--- src/rtl/tkmm_pkg.sv ---
// Package for the two key motor mode controller: widths, register reset values,
// register indexes, mode and gear codes and the structs passed between modules.
// No dependencies; the RTL files use it by scoped names, the testbench by import.
package tkmm_pkg;

   // Hold counter width default and the depth of the queue between front and back.
   localparam int COUNT_WIDTH = 16;
   localparam int QUEUE_DEPTH = 2;

   // Port widths.
   localparam int REQ_DATA_W = 48;
   localparam int RSP_DATA_W = 16;
   localparam int CSR_ADDR_W = 5;
   localparam int CSR_DATA_W = 32;

   // Register reset values.
   localparam logic [15:0] LONG_PRESS_RST  = 16'd300;
   localparam logic [15:0] SHORT_PRESS_RST = 16'd10;
   localparam logic [31:0] STANDBY_LIM_RST = 32'd14400000;
   localparam logic [11:0] UNDERVOLT_RST   = 12'd2260;
   localparam logic [11:0] RECOVER_RST     = 12'd2684;
   localparam logic [7:0]  GEAR_ONE_RST    = 8'd150;
   localparam logic [7:0]  GEAR_TWO_RST    = 8'd175;
   localparam logic [6:0]  RAMP_UP_RST     = 7'd3;

   // Duty ramp constants, in tenths of a count except the idle duty and TENTHS.
   localparam logic [10:0] DUTY_MIN_T  = 11'd1000;
   localparam logic [10:0] DUTY_MAX_T  = 11'd2000;
   localparam logic [11:0] DUTY_IDLE_T = 12'd1000;
   localparam logic [10:0] RAMP_DOWN_T = 11'd10;
   localparam logic [7:0]  DUTY_IDLE   = 8'd100;
   localparam logic [11:0] TENTHS      = 12'd10;
   // floor(x / 10) equals (x * 6554) >> 16 for every x up to 2000.
   localparam logic [23:0] DIV10_MUL   = 24'd6554;

   // Register indexes, taken from paddr[4:2].
   typedef enum logic [2:0] {
      IDX_LONG_PRESS  = 3'd0,
      IDX_SHORT_PRESS = 3'd1,
      IDX_STANDBY_LIM = 3'd2,
      IDX_UNDERVOLT   = 3'd3,
      IDX_RECOVER     = 3'd4,
      IDX_GEAR_ONE    = 3'd5,
      IDX_GEAR_TWO    = 3'd6,
      IDX_RAMP_UP     = 3'd7
   } csr_index_type;

   // Run mode state, one-hot inside the block.
   typedef enum logic [2:0] {
      MODE_STOP    = 3'b001,
      MODE_STANDBY = 3'b010,
      MODE_ON      = 3'b100
   } mode_type;

   // Run mode codes as they appear in a result word.
   localparam logic [1:0] RUN_STOP    = 2'd0;
   localparam logic [1:0] RUN_STANDBY = 2'd1;
   localparam logic [1:0] RUN_ON      = 2'd2;

   typedef enum logic [1:0] {
      GEAR_OFF = 2'd0,
      GEAR_ONE = 2'd1,
      GEAR_TWO = 2'd2
   } gear_type;

   // Configuration as seen by the front and back.
   typedef struct packed {
      logic [15:0] long_press_ticks;
      logic [15:0] short_press_ticks;
      logic [31:0] standby_limit_ms;
      logic [11:0] undervolt_raw;
      logic [11:0] recover_raw;
      logic [7:0]  gear_one_duty;
      logic [7:0]  gear_two_duty;
      logic [6:0]  ramp_up_tenths;
   } cfg_type;

   // One classified control tick.
   typedef struct packed {
      logic        key_power_pressed;
      logic        key_speed_pressed;
      logic        supply_good;
      logic        supply_recover;
      logic [31:0] time_ms;
   } tick_type;

   // Head of the queue as offered to the back.
   typedef struct packed {
      logic     valid;
      tick_type tick;
   } queue_head_type;

endpackage

--- src/rtl/tkmm_csr.sv ---
// Configuration registers of the motor mode controller behind an APB-style port.
// Depends on tkmm_pkg.
module tkmm_csr (
   input  logic                                clock,
   input  logic                                reset,
   input  logic                                csr_psel,
   input  logic                                csr_penable,
   input  logic                                csr_pwrite,
   input  logic [tkmm_pkg::CSR_ADDR_W-1:0]     csr_paddr,
   input  logic [tkmm_pkg::CSR_DATA_W-1:0]     csr_pwdata,
   output logic [tkmm_pkg::CSR_DATA_W-1:0]     csr_prdata,
   output logic                                csr_pready,
   output tkmm_pkg::cfg_type                   cfg
);

   tkmm_pkg::cfg_type       cfg_ff;
   tkmm_pkg::cfg_type       cfg_in;
   tkmm_pkg::csr_index_type index;
   logic                    write_en;

   assign csr_pready = 1'b1;
   assign index      = tkmm_pkg::csr_index_type'(csr_paddr[4:2]);
   assign write_en   = csr_psel & csr_penable & csr_pwrite & csr_pready;
   assign cfg        = cfg_ff;

   // Register write decode.
   always_comb begin
      cfg_in = cfg_ff;
      if (write_en) begin
         unique case (index)
            tkmm_pkg::IDX_LONG_PRESS:  cfg_in.long_press_ticks  = csr_pwdata[15:0];
            tkmm_pkg::IDX_SHORT_PRESS: cfg_in.short_press_ticks = csr_pwdata[15:0];
            tkmm_pkg::IDX_STANDBY_LIM: cfg_in.standby_limit_ms  = csr_pwdata[31:0];
            tkmm_pkg::IDX_UNDERVOLT:   cfg_in.undervolt_raw     = csr_pwdata[11:0];
            tkmm_pkg::IDX_RECOVER:     cfg_in.recover_raw       = csr_pwdata[11:0];
            tkmm_pkg::IDX_GEAR_ONE:    cfg_in.gear_one_duty     = csr_pwdata[7:0];
            tkmm_pkg::IDX_GEAR_TWO:    cfg_in.gear_two_duty     = csr_pwdata[7:0];
            tkmm_pkg::IDX_RAMP_UP:     cfg_in.ramp_up_tenths    = csr_pwdata[6:0];
         endcase
      end
   end

   always_ff @(posedge clock) begin
      if (reset) begin
         cfg_ff.long_press_ticks  <= tkmm_pkg::LONG_PRESS_RST;
         cfg_ff.short_press_ticks <= tkmm_pkg::SHORT_PRESS_RST;
         cfg_ff.standby_limit_ms  <= tkmm_pkg::STANDBY_LIM_RST;
         cfg_ff.undervolt_raw     <= tkmm_pkg::UNDERVOLT_RST;
         cfg_ff.recover_raw       <= tkmm_pkg::RECOVER_RST;
         cfg_ff.gear_one_duty     <= tkmm_pkg::GEAR_ONE_RST;
         cfg_ff.gear_two_duty     <= tkmm_pkg::GEAR_TWO_RST;
         cfg_ff.ramp_up_tenths    <= tkmm_pkg::RAMP_UP_RST;
      end else begin
         cfg_ff <= cfg_in;
      end
   end

   // Read mux, zero-extended to the bus width.
   always_comb begin
      csr_prdata = '0;
      unique case (index)
         tkmm_pkg::IDX_LONG_PRESS:  csr_prdata = 32'(cfg_ff.long_press_ticks);
         tkmm_pkg::IDX_SHORT_PRESS: csr_prdata = 32'(cfg_ff.short_press_ticks);
         tkmm_pkg::IDX_STANDBY_LIM: csr_prdata = cfg_ff.standby_limit_ms;
         tkmm_pkg::IDX_UNDERVOLT:   csr_prdata = 32'(cfg_ff.undervolt_raw);
         tkmm_pkg::IDX_RECOVER:     csr_prdata = 32'(cfg_ff.recover_raw);
         tkmm_pkg::IDX_GEAR_ONE:    csr_prdata = 32'(cfg_ff.gear_one_duty);
         tkmm_pkg::IDX_GEAR_TWO:    csr_prdata = 32'(cfg_ff.gear_two_duty);
         tkmm_pkg::IDX_RAMP_UP:     csr_prdata = 32'(cfg_ff.ramp_up_tenths);
      endcase
   end

endmodule

--- src/rtl/tkmm_front.sv ---
// Front of the motor mode controller: accepts input words, classifies keys and
// supply level, and holds them in a short queue for the back. Depends on tkmm_pkg.
module tkmm_front (
   input  logic                                clock,
   input  logic                                reset,
   input  tkmm_pkg::cfg_type                   cfg,
   input  logic                                req_tvalid,
   output logic                                req_tready,
   input  logic [tkmm_pkg::REQ_DATA_W-1:0]     req_tdata,
   output tkmm_pkg::queue_head_type            head,
   input  logic                                pop
);

   localparam int PTR_W = (tkmm_pkg::QUEUE_DEPTH > 1) ? $clog2(tkmm_pkg::QUEUE_DEPTH) : 1;
   localparam int CNT_W = $clog2(tkmm_pkg::QUEUE_DEPTH + 1);
   localparam logic [CNT_W-1:0] DEPTH_C = CNT_W'(tkmm_pkg::QUEUE_DEPTH);
   localparam logic [PTR_W-1:0] LAST_C  = PTR_W'(tkmm_pkg::QUEUE_DEPTH - 1);

   tkmm_pkg::tick_type  q_mem_ff [tkmm_pkg::QUEUE_DEPTH];
   tkmm_pkg::tick_type  tick;
   logic [PTR_W-1:0]    wr_ptr_ff, wr_ptr_in;
   logic [PTR_W-1:0]    rd_ptr_ff, rd_ptr_in;
   logic [CNT_W-1:0]    count_ff, count_in;
   logic [11:0]         sample;
   logic                push;

   // Classify the incoming word: active-low keys, supply against both thresholds.
   assign sample                 = req_tdata[13:2];
   assign tick.key_power_pressed = ~req_tdata[0];
   assign tick.key_speed_pressed = ~req_tdata[1];
   assign tick.supply_good       = (sample >= cfg.undervolt_raw);
   assign tick.supply_recover    = (sample >= cfg.recover_raw);
   assign tick.time_ms           = req_tdata[45:14];

   assign req_tready = (count_ff != DEPTH_C);
   assign push       = req_tvalid & req_tready;

   assign head.valid = (count_ff != '0);
   assign head.tick  = q_mem_ff[rd_ptr_ff];

   // Queue pointers and fill count.
   always_comb begin
      wr_ptr_in = wr_ptr_ff;
      rd_ptr_in = rd_ptr_ff;
      count_in  = count_ff;
      if (push) begin
         wr_ptr_in = (wr_ptr_ff == LAST_C) ? '0 : wr_ptr_ff + 1'b1;
      end
      if (pop) begin
         rd_ptr_in = (rd_ptr_ff == LAST_C) ? '0 : rd_ptr_ff + 1'b1;
      end
      if (push && !pop) begin
         count_in = count_ff + 1'b1;
      end else if (pop && !push) begin
         count_in = count_ff - 1'b1;
      end
   end

   always_ff @(posedge clock) begin
      if (reset) begin
         wr_ptr_ff <= '0;
         rd_ptr_ff <= '0;
         count_ff  <= '0;
      end else begin
         wr_ptr_ff <= wr_ptr_in;
         rd_ptr_ff <= rd_ptr_in;
         count_ff  <= count_in;
      end
   end

   // Queue storage.
   always_ff @(posedge clock) begin
      if (push) begin
         q_mem_ff[wr_ptr_ff] <= tick;
      end
   end

endmodule

--- src/rtl/tkmm_back.sv ---
// Back of the motor mode controller: key hold tracking, mode and gear state,
// duty ramp, undervoltage lockout and the result register. Depends on tkmm_pkg.
module tkmm_back #(
   parameter int COUNT_WIDTH = tkmm_pkg::COUNT_WIDTH
) (
   input  logic                                clock,
   input  logic                                reset,
   input  tkmm_pkg::cfg_type                   cfg,
   input  tkmm_pkg::queue_head_type            head,
   output logic                                pop,
   output logic                                rsp_tvalid,
   input  logic                                rsp_tready,
   output logic [tkmm_pkg::RSP_DATA_W-1:0]     rsp_tdata
);

   localparam int CMP_W = (COUNT_WIDTH > 16) ? COUNT_WIDTH : 16;

   // State registers.
   tkmm_pkg::mode_type     mode_ff, mode_in;
   tkmm_pkg::gear_type     gear_ff, gear_in;
   logic [COUNT_WIDTH-1:0] p_cnt_ff, p_cnt_in;
   logic [COUNT_WIDTH-1:0] s_cnt_ff, s_cnt_in;
   logic                   p_rel_ff, p_rel_in;
   logic                   s_rel_ff, s_rel_in;
   logic [31:0]            sstart_ff, sstart_in;
   logic [10:0]            ramp_ff, ramp_in;
   logic [7:0]             duty_ff, duty_in;
   logic                   lock_ff, lock_in;
   logic                   rsp_valid_ff, rsp_valid_in;
   logic [tkmm_pkg::RSP_DATA_W-1:0] rsp_data_ff, rsp_data_in;

   // Working values of one tick.
   tkmm_pkg::tick_type     tick;
   tkmm_pkg::mode_type     m;
   tkmm_pkg::gear_type     g;
   logic [COUNT_WIDTH-1:0] p_cnt, s_cnt;
   logic                   p_rel, s_rel;
   logic [31:0]            sstart;
   logic [7:0]             duty;
   logic                   lock;
   logic                   p_long, p_short, s_hit;
   logic [31:0]            elapsed;
   logic [11:0]            target_t;
   logic [11:0]            ramp_sum;
   logic [10:0]            ramp_new;
   logic [23:0]            div_prod;
   logic [1:0]             run_code;
   logic                   take;

   assign tick = head.tick;
   assign take = head.valid & (~rsp_valid_ff | rsp_tready);
   assign pop  = take;

   // One control tick, in the order the mode rules are applied.
   always_comb begin
      m      = mode_ff;
      g      = gear_ff;
      sstart = sstart_ff;
      duty   = duty_ff;
      lock   = lock_ff;

      // Key one hold counter and release flag.
      if (tick.key_power_pressed) begin
         p_cnt = (&p_cnt_ff) ? p_cnt_ff : p_cnt_ff + 1'b1;
         p_rel = p_rel_ff;
      end else begin
         p_cnt = '0;
         p_rel = 1'b1;
      end
      p_long  = (CMP_W'(p_cnt) >= CMP_W'(cfg.long_press_ticks));
      p_short = (CMP_W'(p_cnt) >= CMP_W'(cfg.short_press_ticks));

      // Long press arms standby from stop, or stops from standby.
      if (m == tkmm_pkg::MODE_STOP && p_long && p_rel) begin
         m      = tkmm_pkg::MODE_STANDBY;
         sstart = tick.time_ms;
         p_rel  = 1'b0;
         duty   = tkmm_pkg::DUTY_IDLE;
      end
      if (m == tkmm_pkg::MODE_STANDBY && p_long && p_rel) begin
         m     = tkmm_pkg::MODE_STOP;
         p_rel = 1'b0;
      end
      // Short press leaves the on state.
      if (m == tkmm_pkg::MODE_ON && p_rel && p_short) begin
         m     = tkmm_pkg::MODE_STANDBY;
         g     = tkmm_pkg::GEAR_OFF;
         p_rel = 1'b0;
      end
      // Standby timeout, counted from the last arming.
      elapsed = tick.time_ms - sstart;
      if (m == tkmm_pkg::MODE_STANDBY && elapsed >= cfg.standby_limit_ms) begin
         m = tkmm_pkg::MODE_STOP;
      end

      // Key two hold counter and release flag.
      if (tick.key_speed_pressed) begin
         s_cnt = (&s_cnt_ff) ? s_cnt_ff : s_cnt_ff + 1'b1;
         s_rel = s_rel_ff;
      end else begin
         s_cnt = '0;
         s_rel = 1'b1;
      end
      s_hit = (CMP_W'(s_cnt) >= CMP_W'(cfg.short_press_ticks)) && s_rel;

      // Gear selection.
      if (m == tkmm_pkg::MODE_STANDBY) begin
         if (s_hit) begin
            m     = tkmm_pkg::MODE_ON;
            g     = tkmm_pkg::GEAR_ONE;
            s_rel = 1'b0;
         end
      end else if (g == tkmm_pkg::GEAR_ONE) begin
         if (s_hit) begin
            m     = tkmm_pkg::MODE_ON;
            g     = tkmm_pkg::GEAR_TWO;
            s_rel = 1'b0;
         end
      end else if (g == tkmm_pkg::GEAR_TWO) begin
         if (s_hit) begin
            m     = tkmm_pkg::MODE_ON;
            g     = tkmm_pkg::GEAR_ONE;
            s_rel = 1'b0;
         end
      end

      // Target duty in tenths.
      target_t = tkmm_pkg::DUTY_IDLE_T;
      if (m == tkmm_pkg::MODE_ON) begin
         if (g == tkmm_pkg::GEAR_ONE) begin
            target_t = 12'(cfg.gear_one_duty) * tkmm_pkg::TENTHS;
         end else if (g == tkmm_pkg::GEAR_TWO) begin
            target_t = 12'(cfg.gear_two_duty) * tkmm_pkg::TENTHS;
         end
      end

      // Ramp step toward the target, then clamp.
      ramp_sum = 12'(ramp_ff);
      if (12'(ramp_ff) < target_t) begin
         ramp_sum = 12'(ramp_ff) + 12'(cfg.ramp_up_tenths);
      end else if (12'(ramp_ff) > target_t) begin
         ramp_sum = (ramp_ff >= tkmm_pkg::RAMP_DOWN_T) ?
                    12'(ramp_ff - tkmm_pkg::RAMP_DOWN_T) : '0;
      end
      priority if (ramp_sum < 12'(tkmm_pkg::DUTY_MIN_T)) begin
         ramp_new = tkmm_pkg::DUTY_MIN_T;
      end else if (ramp_sum > 12'(tkmm_pkg::DUTY_MAX_T)) begin
         ramp_new = tkmm_pkg::DUTY_MAX_T;
      end else begin
         ramp_new = ramp_sum[10:0];
      end
      div_prod = 24'(ramp_new) * tkmm_pkg::DIV10_MUL;

      // Undervoltage lockout with hysteresis.
      if (tick.supply_good) begin
         if (!lock) begin
            duty = div_prod[23:16];
         end
      end else begin
         m    = tkmm_pkg::MODE_STOP;
         g    = tkmm_pkg::GEAR_OFF;
         lock = 1'b1;
         duty = tkmm_pkg::DUTY_IDLE;
      end
      if (lock && tick.supply_recover) begin
         lock = 1'b0;
      end
   end

   // Mode code for the result word.
   always_comb begin
      run_code = tkmm_pkg::RUN_STOP;
      unique case (m)
         tkmm_pkg::MODE_STOP:    run_code = tkmm_pkg::RUN_STOP;
         tkmm_pkg::MODE_STANDBY: run_code = tkmm_pkg::RUN_STANDBY;
         tkmm_pkg::MODE_ON:      run_code = tkmm_pkg::RUN_ON;
         default:                run_code = tkmm_pkg::RUN_STOP;
      endcase
   end

   // Next state: only a taken tick moves the state; valid also drops on a read.
   always_comb begin
      mode_in     = take ? m : mode_ff;
      gear_in     = take ? g : gear_ff;
      p_cnt_in    = take ? p_cnt : p_cnt_ff;
      s_cnt_in    = take ? s_cnt : s_cnt_ff;
      p_rel_in    = take ? p_rel : p_rel_ff;
      s_rel_in    = take ? s_rel : s_rel_ff;
      sstart_in   = take ? sstart : sstart_ff;
      ramp_in     = take ? ramp_new : ramp_ff;
      duty_in     = take ? duty : duty_ff;
      lock_in     = take ? lock : lock_ff;
      rsp_data_in = take ?
                    {1'b0, lock, g, run_code, ((p_cnt != '0) | (s_cnt != '0)), duty,
                     (run_code != tkmm_pkg::RUN_STOP)} : rsp_data_ff;
      if (take) begin
         rsp_valid_in = 1'b1;
      end else if (rsp_tready) begin
         rsp_valid_in = 1'b0;
      end else begin
         rsp_valid_in = rsp_valid_ff;
      end
   end

   always_ff @(posedge clock) begin
      if (reset) begin
         mode_ff      <= tkmm_pkg::MODE_STOP;
         gear_ff      <= tkmm_pkg::GEAR_OFF;
         p_cnt_ff     <= '0;
         s_cnt_ff     <= '0;
         p_rel_ff     <= 1'b0;
         s_rel_ff     <= 1'b0;
         sstart_ff    <= '0;
         ramp_ff      <= '0;
         duty_ff      <= '0;
         lock_ff      <= 1'b0;
         rsp_valid_ff <= 1'b0;
      end else begin
         mode_ff      <= mode_in;
         gear_ff      <= gear_in;
         p_cnt_ff     <= p_cnt_in;
         s_cnt_ff     <= s_cnt_in;
         p_rel_ff     <= p_rel_in;
         s_rel_ff     <= s_rel_in;
         sstart_ff    <= sstart_in;
         ramp_ff      <= ramp_in;
         duty_ff      <= duty_in;
         lock_ff      <= lock_in;
         rsp_valid_ff <= rsp_valid_in;
      end
   end

   // Result word register.
   always_ff @(posedge clock) begin
      rsp_data_ff <= rsp_data_in;
   end

   assign rsp_tvalid = rsp_valid_ff;
   assign rsp_tdata  = rsp_data_ff;

endmodule

--- src/rtl/two_key_motor_mode_controller_unit.sv ---
// Top level of the two key motor mode controller: configuration registers, front
// with its queue, and back with the result register. Depends on tkmm_pkg.
//
//   Group   Direction  Handshake               Contents
//   req_    in         tvalid/tready           one control tick word
//   rsp_    out        tvalid/tready           one status word per tick
//   csr_    in/out     psel/penable/pready     eight configuration registers
//
// One word is taken per cycle while the two-entry queue has room. The back takes it
// once its result register is free or being read, and registers its result word.
// The rate is set by the state update in the back.
// Synchronous active-high reset clears the state and leaves the queue empty.
// A stalled output fills the queue; the input stalls only when it is full.
module two_key_motor_mode_controller_unit #(
   parameter int COUNT_WIDTH = tkmm_pkg::COUNT_WIDTH
) (
   input  logic                                clock,
   input  logic                                reset,
   input  logic                                req_tvalid,
   output logic                                req_tready,
   // [0] key_power_level, [1] key_speed_level, [13:2] supply_sample,
   // [45:14] time_ms, [47:46] zero
   input  logic [tkmm_pkg::REQ_DATA_W-1:0]     req_tdata,
   output logic                                rsp_tvalid,
   input  logic                                rsp_tready,
   // [0] power_enable, [8:1] duty_count, [9] beep, [11:10] run_mode,
   // [13:12] gear_sel, [14] low_voltage, [15] zero
   output logic [tkmm_pkg::RSP_DATA_W-1:0]     rsp_tdata,
   input  logic                                csr_psel,
   input  logic                                csr_penable,
   input  logic                                csr_pwrite,
   input  logic [tkmm_pkg::CSR_ADDR_W-1:0]     csr_paddr,
   input  logic [tkmm_pkg::CSR_DATA_W-1:0]     csr_pwdata,
   output logic [tkmm_pkg::CSR_DATA_W-1:0]     csr_prdata,
   output logic                                csr_pready
);

   tkmm_pkg::cfg_type        cfg;
   tkmm_pkg::queue_head_type head;
   logic                     pop;

   tkmm_csr u_csr (
      .clock       (clock),
      .reset       (reset),
      .csr_psel    (csr_psel),
      .csr_penable (csr_penable),
      .csr_pwrite  (csr_pwrite),
      .csr_paddr   (csr_paddr),
      .csr_pwdata  (csr_pwdata),
      .csr_prdata  (csr_prdata),
      .csr_pready  (csr_pready),
      .cfg         (cfg)
   );

   tkmm_front u_front (
      .clock      (clock),
      .reset      (reset),
      .cfg        (cfg),
      .req_tvalid (req_tvalid),
      .req_tready (req_tready),
      .req_tdata  (req_tdata),
      .head       (head),
      .pop        (pop)
   );

   tkmm_back #(
      .COUNT_WIDTH (COUNT_WIDTH)
   ) u_back (
      .clock      (clock),
      .reset      (reset),
      .cfg        (cfg),
      .head       (head),
      .pop        (pop),
      .rsp_tvalid (rsp_tvalid),
      .rsp_tready (rsp_tready),
      .rsp_tdata  (rsp_tdata)
   );

endmodule

--- config.mk ---
export PLATFORM = sky130hd
export DESIGN_NAME = two_key_motor_mode_controller_unit
export DESIGN_NICKNAME = d
export VERILOG_FILES = /design/src/rtl/tkmm_pkg.sv /design/src/rtl/tkmm_csr.sv /design/src/rtl/tkmm_front.sv /design/src/rtl/tkmm_back.sv /design/src/rtl/two_key_motor_mode_controller_unit.sv
export SDC_FILE = /design/constraint.sdc
export NUM_CORES = 1
export LEC_CHECK = 0
export BUFFER_PORTS_ARGS = -buffer_cell sky130_fd_sc_hd__buf_2
export CORE_ASPECT_RATIO = 1.25
export CORE_MARGIN = 4
export CORE_UTILIZATION = 54
export CTS_CLUSTER_SIZE = 8
export DETAILED_ROUTE_END_ITERATION = 16
export PLACE_DENSITY_LB_ADDON = 0.1
export SYNTH_ARGS = -nofsm -noshare
export SYNTH_HDL_FRONTEND = slang
export SYNTH_HIERARCHICAL = 1
export SYNTH_SLANG_ARGS = --single-unit
--- constraint.sdc ---
create_clock -name clock -period 34.8 [get_ports clock]
set_clock_uncertainty 0.2 [all_clocks]
set_input_delay 6.96 -clock clock [delete_from_list [all_inputs] [get_ports clock]]
set_output_delay 6.96 -clock clock [all_outputs]
set_load 0.03 [all_outputs]
# Word level (Yosys, flattened, before mapping)
# Memory sizes are Yosys's and may differ from the RTL's. A register that Yosys moved wholly into a read port is not among the register bits.
# Cells that the tools add are included.
[totals]
ram_bits = 72
n_memories = 1
ff_bits = 222
in_bits = 92
elab_cells = 161
out_inout_bits = 51
[classes]
n_addsub = 9
order_cmp = 11
n_eq_ne = 20
multipliers = 3
reduce_logical = 30
muxes = 55
bitwise_logic = 9
[memory_table]
columns = ["memory", "depth", "word_bits", "read_ports", "rd_clocked_by_memory_dff", "wr", "line_no", "rtl"]
rows = [
  ["u_front.q_mem_ff", 2, 36, 1, 1, 1, "tkmm_front.sv:19", "tkmm_pkg::tick_type q_mem_ff [tkmm_pkg::QUEUE_DEPTH];"],
]
[op_table]
columns = ["operator", "n"]
rows = [
  ["case mux 32 bit (8 select lines)", 1],
  ["two-way mux 12 bit", 6],
  ["two-way mux 16 bit", 4],
  [">= comparator 16 bit", 3],
  ["adder 16 x 1 -> 16 bit (second input constant)", 2],
  [">= comparator 32 bit", 1],
  ["two-way mux 32 bit", 1],
  ["AND reduction 16 bit", 2],
  ["nonzero test 16 bit", 2],
  ["subtractor 32 bit", 1],
  ["two-way mux 3 bit", 9],
  [">= comparator 12 bit", 2],
  ["two-way mux 8 bit", 3],
  ["multiplier 11 x 12 -> 23 bit (second input constant)", 1],
  ["multiplier 8 x 3 -> 11 bit (second input constant)", 2],
  ["two-way mux 11 bit", 2],
  ["== test 3 bit (second input constant)", 7],
  ["two-way mux 1 bit", 19],
  ["== test 3 x 2 -> 1 bit (second input constant)", 6],
  ["two-way mux 2 bit", 9],
  ["AND reduction 2 bit", 8],
  ["adder 11 x 7 -> 12 bit", 1],
  ["> comparator 11 x 12 -> 1 bit", 1],
  ["> comparator 12 x 11 -> 1 bit (second input constant)", 1],
  ["19 further kinds", 43],
]

# Longest topological paths before layout
[logic_depth]
ltp_word = 33
ltp_mapped = 89
ltp_nobuf = 85

# By module
# The synthesis kept the hierarchy.
[by_module_without_submodules]
columns = ["mod", "area_per_inst_um2", "n_inst", "seq_area_each_um2", "cells_per_inst"]
rows = [
  ["tkmm_back", 12484.5, 1, 2292.2, 1593],
  ["tkmm_csr", 5059.9, 1, 2222.1, 642],
  ["tkmm_front", 3404.5, 1, 2262.2, 217],
]

# Least setup slack after synthesis
# Ideal clock, no wire load.
[synth_path]
path_kind = "reg2reg"
start = "reg u_back.p_cnt_ff[4]"
end = "reg u_back.rsp_data_ff, in the netlist u_back/rsp_tdata[5] (data pin)"
n_path_buf = 5
required_ns = 34.345
setup_slack_ns = 17.616
period_less_slack_ns = 17.184
t_arrival_ns = 16.730
setup_time_ns = 0.255
path_stages_with_launch = 85
path_cell_list = "dfxtp_1 > nand3_1 > or3_1 > nor2_1 > nand2_1 > inv_1 > and3_1 > nand2_1 > or2_2 > clkbuf_1 > and3_1 > nand3_1 > or3_1 > a21oi_1 > ha_1 > and4_1 > nand2_1 > or4_4 > [49 not listed] > fa_1 > inv_1 > ha_1 > inv_1 > fa_1 > inv_1 > ha_1 > a21o_1 > a21oi_1 > o21ai_0 > a21o_1 > a21o_1 > a21o_1 > a21oi_1 > o211a_1 > xnor2_1 > o21ai_1 > and2_1"
[synth_via]
word_cells_on_any_way = 56
classes_between = "add/sub: 2; mul: 1; order compare: 7; eq/ne: 9; mux: 29; reduce/logical: 8"
[synth_lines]
columns = ["item", "line_no", "rtl"]
rows = [
  ["from (decl)", "tkmm_back.sv:21", "logic [COUNT_WIDTH-1:0] p_cnt_ff, p_cnt_in;"],
  ["from (signal assigned)", "tkmm_back.sv:221", "p_cnt_ff <= p_cnt_in;"],
  ["adder 16 x 1 -> 16 bit or AND reduction 16 bit (tied branches)", "tkmm_back.sv:64", "p_cnt = (&p_cnt_ff) ? p_cnt_ff : p_cnt_ff + 1'b1;"],
  ["two-way mux 16 bit (*)", "tkmm_back.sv:64", ""],
  ["two-way mux 16 bit (*)", "tkmm_back.sv:63", "if (tick.key_power_pressed) begin"],
  ["net u_back.p_cnt[9]", "tkmm_back.sv:36", "logic [COUNT_WIDTH-1:0] p_cnt, s_cnt;"],
  [">= comparator 16 bit (*)", "tkmm_back.sv:70", "p_long = (CMP_W'(p_cnt) >= CMP_W'(cfg.long_press_ticks));"],
  ["logical AND 1 bit (*) (2 in series)", "tkmm_back.sv:74", "if (m == tkmm_pkg::MODE_STOP && p_long && p_rel) begin"],
  ["two-way mux 32 bit (*)", "tkmm_back.sv:74", ""],
  ["net u_back.sstart[0]", "tkmm_back.sv:38", "logic [31:0] sstart;"],
  ["[13 not listed]", "n/a", ""],
  ["> comparator 12 x 11 -> 1 bit", "tkmm_back.sv:147", "end else if (ramp_sum > 12'(tkmm_pkg::DUTY_MAX_T)) begin"],
  ["two-way mux 11 bit", "tkmm_back.sv:147", ""],
  ["two-way mux 11 bit (*)", "tkmm_back.sv:145", "priority if (ramp_sum < 12'(tkmm_pkg::DUTY_MIN_T)) begin"],
  ["net u_back.ramp_new[2]", "tkmm_back.sv:45", "logic [10:0] ramp_new;"],
  ["multiplier 11 x 12 -> 23 bit (*)", "tkmm_back.sv:152", "div_prod = 24'(ramp_new) * tkmm_pkg::DIV10_MUL;"],
  ["two-way mux 8 bit (*)", "tkmm_back.sv:156", "if (!lock) begin"],
  ["two-way mux 8 bit (*)", "tkmm_back.sv:155", "if (tick.supply_good) begin"],
  ["net u_back.duty[4]", "tkmm_back.sv:39", "logic [7:0] duty;"],
  ["to (signal assigned)", "tkmm_back.sv:235", "rsp_data_ff <= rsp_data_in;"],
  ["to (decl)", "tkmm_back.sv:30", "logic [tkmm_pkg::RSP_DATA_W-1:0] rsp_data_ff, rsp_data_in;"],
]
# The timed path passes the listed nets; every way through them passes the cells marked *.
# A chain may end at the register's enable or synchronous reset.

# Worst setup path in the final report
[layout_path]
start = "reg u_back.p_cnt_ff[4]"
end = "reg u_back.rsp_data_ff, in the netlist u_back/rsp_tdata[8] (data pin)"
[layout_via]
elab_chain_len = 33
word_cells_on_any_way = 56
classes_between = "add/sub: 2; mul: 1; order compare: 7; eq/ne: 9; mux: 29; reduce/logical: 8"
[layout_rtl]
columns = ["item", "line_no", "rtl"]
rows = [
  ["adder 16 x 1 -> 16 bit or AND reduction 16 bit (tied branches)", "tkmm_back.sv:64", ""],
  ["two-way mux 16 bit (*)", "tkmm_back.sv:64", ""],
  ["two-way mux 16 bit (*)", "tkmm_back.sv:63", ""],
  ["net u_back.p_cnt[9]", "tkmm_back.sv:36", ""],
  ["branches (longest 20 deep; another with subtractor 32 bit)", "n/a", ""],
  ["two-way mux 12 bit (*)", "tkmm_back.sv:129", "if (m == tkmm_pkg::MODE_ON) begin"],
  ["> comparator 11 x 12 -> 1 bit", "tkmm_back.sv:141", "end else if (12'(ramp_ff) > target_t) begin"],
  ["two-way mux 12 bit", "tkmm_back.sv:141", ""],
  ["two-way mux 12 bit (*)", "tkmm_back.sv:139", "if (12'(ramp_ff) < target_t) begin"],
  ["> comparator 12 x 11 -> 1 bit", "tkmm_back.sv:147", ""],
  ["two-way mux 11 bit", "tkmm_back.sv:147", ""],
  ["two-way mux 11 bit (*)", "tkmm_back.sv:145", ""],
  ["net u_back.ramp_new[9]", "tkmm_back.sv:45", ""],
  ["multiplier 11 x 12 -> 23 bit (*)", "tkmm_back.sv:152", ""],
  ["two-way mux 8 bit (*)", "tkmm_back.sv:156", ""],
  ["two-way mux 8 bit (*)", "tkmm_back.sv:155", ""],
  ["net u_back.duty[7]", "tkmm_back.sv:39", ""],
]
# Mark *: on every way through the listed nets, which the timed path passes.

==> metrics.cfg <==
[status]
outcome=complete, no violations

[floorplan]
die_h_um=228
die-area_um2=42000
pin_count=143
die_w_um=184
rows=80
start_util=0.548
core_area_um2=38200

[detailed_routing]
num_vias=17800
drc=0
firstDrtPassIters=7
drt_first_iter_violations=1076
wire_per_inst_um=18.3
via_per_inst=5.84
wirelength_mm=55.8
final_antenna_net_count=0

[logic_synthesis]
netlist_top_cells_area=dfxtp_1 (20%), ha_1 (15%), edfxtp_1 (12%)
ys_types=84
ys_seq_area_frac=0.323
mappedNetlistNets=2826
synth_area_um2=20900
synth_warnings=6
avgSynthCellArea_um2=8.54
synth.top_cell.area_share=0.199
synth_seq_cells=295
yosysTopAreaCell=dfxtp_1
synth_edf_count=87
synth_ff_type=dfxtp_1
syn_inst=2452
async_flop_share=0

[flow_run]
cap_violations=0

[place]
dp_cells=2983
place_ws_ps=14550
portBuffers=136
place_congestion=0.892
dpl.hpwl_mm=41.7

[sta]
fmax_mhz=49.2
tns_ps=0
grt_setup_unrepaired=no
finalHoldViolations=0
setup_viol=0
slew_headroom=0.320
period_share=0.585
slew_viol_final=0
post-route-worst-setup-slack_ps=14460
worstMarginPinSlew_ps=1020
fin_crit_ps=20340

[clock_network]
clock_sinks=295
clk_pin_slew_ps=50
cts_setup_buffers=0
cts_tree=built
cts-resized-gates=0
clock_path_buffers=3
cts_root_buf=clkbuf_16
clkLatencyLatePin_ps=540
postCtsHoldBufs=0
htree_levels=2
cts_buffers=43

[setup_path]
ff2ff_path_depth=79
cp_common_cell=a21oi_1
cpPeakStageDelay_ps=530
endpoint_kind=flip-flop
start_kind=flip-flop
critPathKind=reg -> reg
rr_startpoint=u_back/p_cnt_ff[4]$_SDFFE_PP0P_
crit_path_top_delay_cell=buf_4
setup.worst_path.end=u_back/rsp_tdata[8]$_DFFE_PP_
crit_arrival_ps=20390
rrSetupSlack_ps=14460
regToRegEndpoint=u_back/rsp_tdata[8]$_DFFE_PP_
path_max_fanout=37
crit_start=u_back/p_cnt_ff[4]$_SDFFE_PP0P_
required_ps=34850

[layout]
fin_util=0.603
ff_latch_area_um2=6780
final_layout_size_suffix_gt1_frac=0.0992
multi_input_comb_area_um2=12900
stdcell_count=3053
fill_cells=3461
nets=2910
area_growth_pct=10.0

[grt]
track_usage=0.260
antenna_found_initial=1
grt_max_degree=79
grt-ovfl-total=0
grt_pass1_vias=17600
grt_first_pass_wirelength_mm=89.7

[worst_hold_path]
min_path_type=reg -> reg

==> critical path: cells and delay by family (launching register included) <==
kind,cells,cell delay (ps)
mux,2,820
fa+ha+maj,10,3620
xor+xnor,2,310
flops,1,400
buf+inv,7,990
compound gates,45,10620
simple gates,13,3020
==> cell usage in the layout, fill, tap and decap left out, drive strengths merged, types with 14 or more instances in the layout <==
| cell type | netlist | final |
|---|---|---|
| ha | 247 | 247 |
| mux2i | 51 | 51 |
| a21oi | 224 | 224 |
| nor2b | 30 | 30 |
| and2 | 22 | 22 |
| nand4 | 18 | 18 |
| mux2 | 45 | 45 |
| nand2b | 21 | 21 |
| or2 | 19 | 19 |
| nor2 | 196 | 196 |
| buf | 52 | 150 |
| nand2 | 373 | 373 |
| edfxtp | 87 | 87 |
| nor3 | 31 | 31 |
| clkbuf | 59 | 66 |
| a211oi | 50 | 50 |
| xor2 | 32 | 32 |
| nand3 | 37 | 37 |
| o21ai | 101 | 101 |
| a221oi | 15 | 15 |
| xnor2 | 39 | 39 |
| o21a | 15 | 15 |
| dfxtp | 208 | 208 |
| a21o | 27 | 27 |
| fa | 35 | 35 |
| o21bai | 14 | 14 |
| a31oi | 19 | 19 |
| inv | 201 | 202 |
| nand3b | 44 | 44 |
==> layer usage <==
metal / routed length, um / track usage
met5: 0 / 0
met4: 1830 / 0.0885
met3: 2490 / 0.0320
met2: 28300 / 0.463
met1: 23200 / 0.322
==> state kept, by name, indices dropped and copies added, names as in the netlist, named ones only <==
signal	count
u_csr/cfg	111
u_front/q_mem_ff	72
u_back/sstart_ff	32
u_back/p_cnt_ff	16
u_back/s_cnt_ff	16
u_back/rsp_tdata	15
u_back/ramp_ff	11
u_back/duty_ff	8
u_back/mode_ff	3
u_back/gear_ff	2
u_front/count_ff	2
u_back/lock_ff	1
u_back/p_rel_ff	1
u_back/rsp_tvalid	1
u_back/s_rel_ff	1
u_front/rd_ptr_ff	1
u_front/wr_ptr_ff	1
==> per-stage QoR <==
stage	area, um2	hold slack [ps]
after global placement	21800	245
after CTS	23000	266
after floorplan	20900	237
final	23100	260
after global routing	23100	282
after detailed placement	21800	259
==> worst min path at each step <==
stage | from | cells past startpoint | endpoint
floorplan | u_back/sstart_ff[0]$_SDFFE_PP0P_ | 2 | u_back/sstart_ff[0]$_SDFFE_PP0P_
CTS | u_back/sstart_ff[0]$_SDFFE_PP0P_ | 2 | u_back/sstart_ff[0]$_SDFFE_PP0P_
global route | u_csr/cfg[74]$_SDFFE_PP0P_ | 2 | u_csr/cfg[74]$_SDFFE_PP0P_
global placement | u_back/sstart_ff[0]$_SDFFE_PP0P_ | 2 | u_back/sstart_ff[0]$_SDFFE_PP0P_
finish | u_back/sstart_ff[0]$_SDFFE_PP0P_ | 2 | u_back/sstart_ff[0]$_SDFFE_PP0P_
detailed placement | u_back/sstart_ff[0]$_SDFFE_PP0P_ | 2 | u_back/sstart_ff[0]$_SDFFE_PP0P_
==> cells in the mapped netlist (37+ instances only) <==
cell	number
a211oi_1	48
a21oi_1	223
clkbuf_1	59
dfxtp_1	208
edfxtp_1	87
ha_1	247
inv_1	201
mux2i_1	51
nand2_1	373
nand3_1	37
nand3b_1	44
nor2_1	193
o21ai_0	97
xnor2_1	39
==> cells by family (layout without fill, tap and decap cells) <==
kind of cell | after synthesis | after routing | share of synthesized area
adders and majority gates | 283 | 283 | 0.181
AOI/OAI and AO/OA | 543 | 543 | 0.162
muxes | 100 | 100 | 0.0529
buffers and inverters | 312 | 420 | 0.0618
xor gates and xnor gates | 71 | 71 | 0.0297
other | 2 | 3 | 0.000358
DFF | 295 | 295 | 0.323
and+or+nand+nor | 846 | 846 | 0.189
==> area by class of cell <==
cell class | count | share of cell area
multi-input combinational | 1845 | 0.559
tap | 492 | 0.0267
inverter | 201 | 0.0328
timing repair buffer | 150 | 0.0344
clock inverter | 3 | 0.00190
sequential | 295 | 0.294
clock buffer | 66 | 0.0509
antenna | 1 | 0.000109
Power is not shown: default switching activity piles up to over one toggle a cycle in this logic, so the estimate is an artifact.
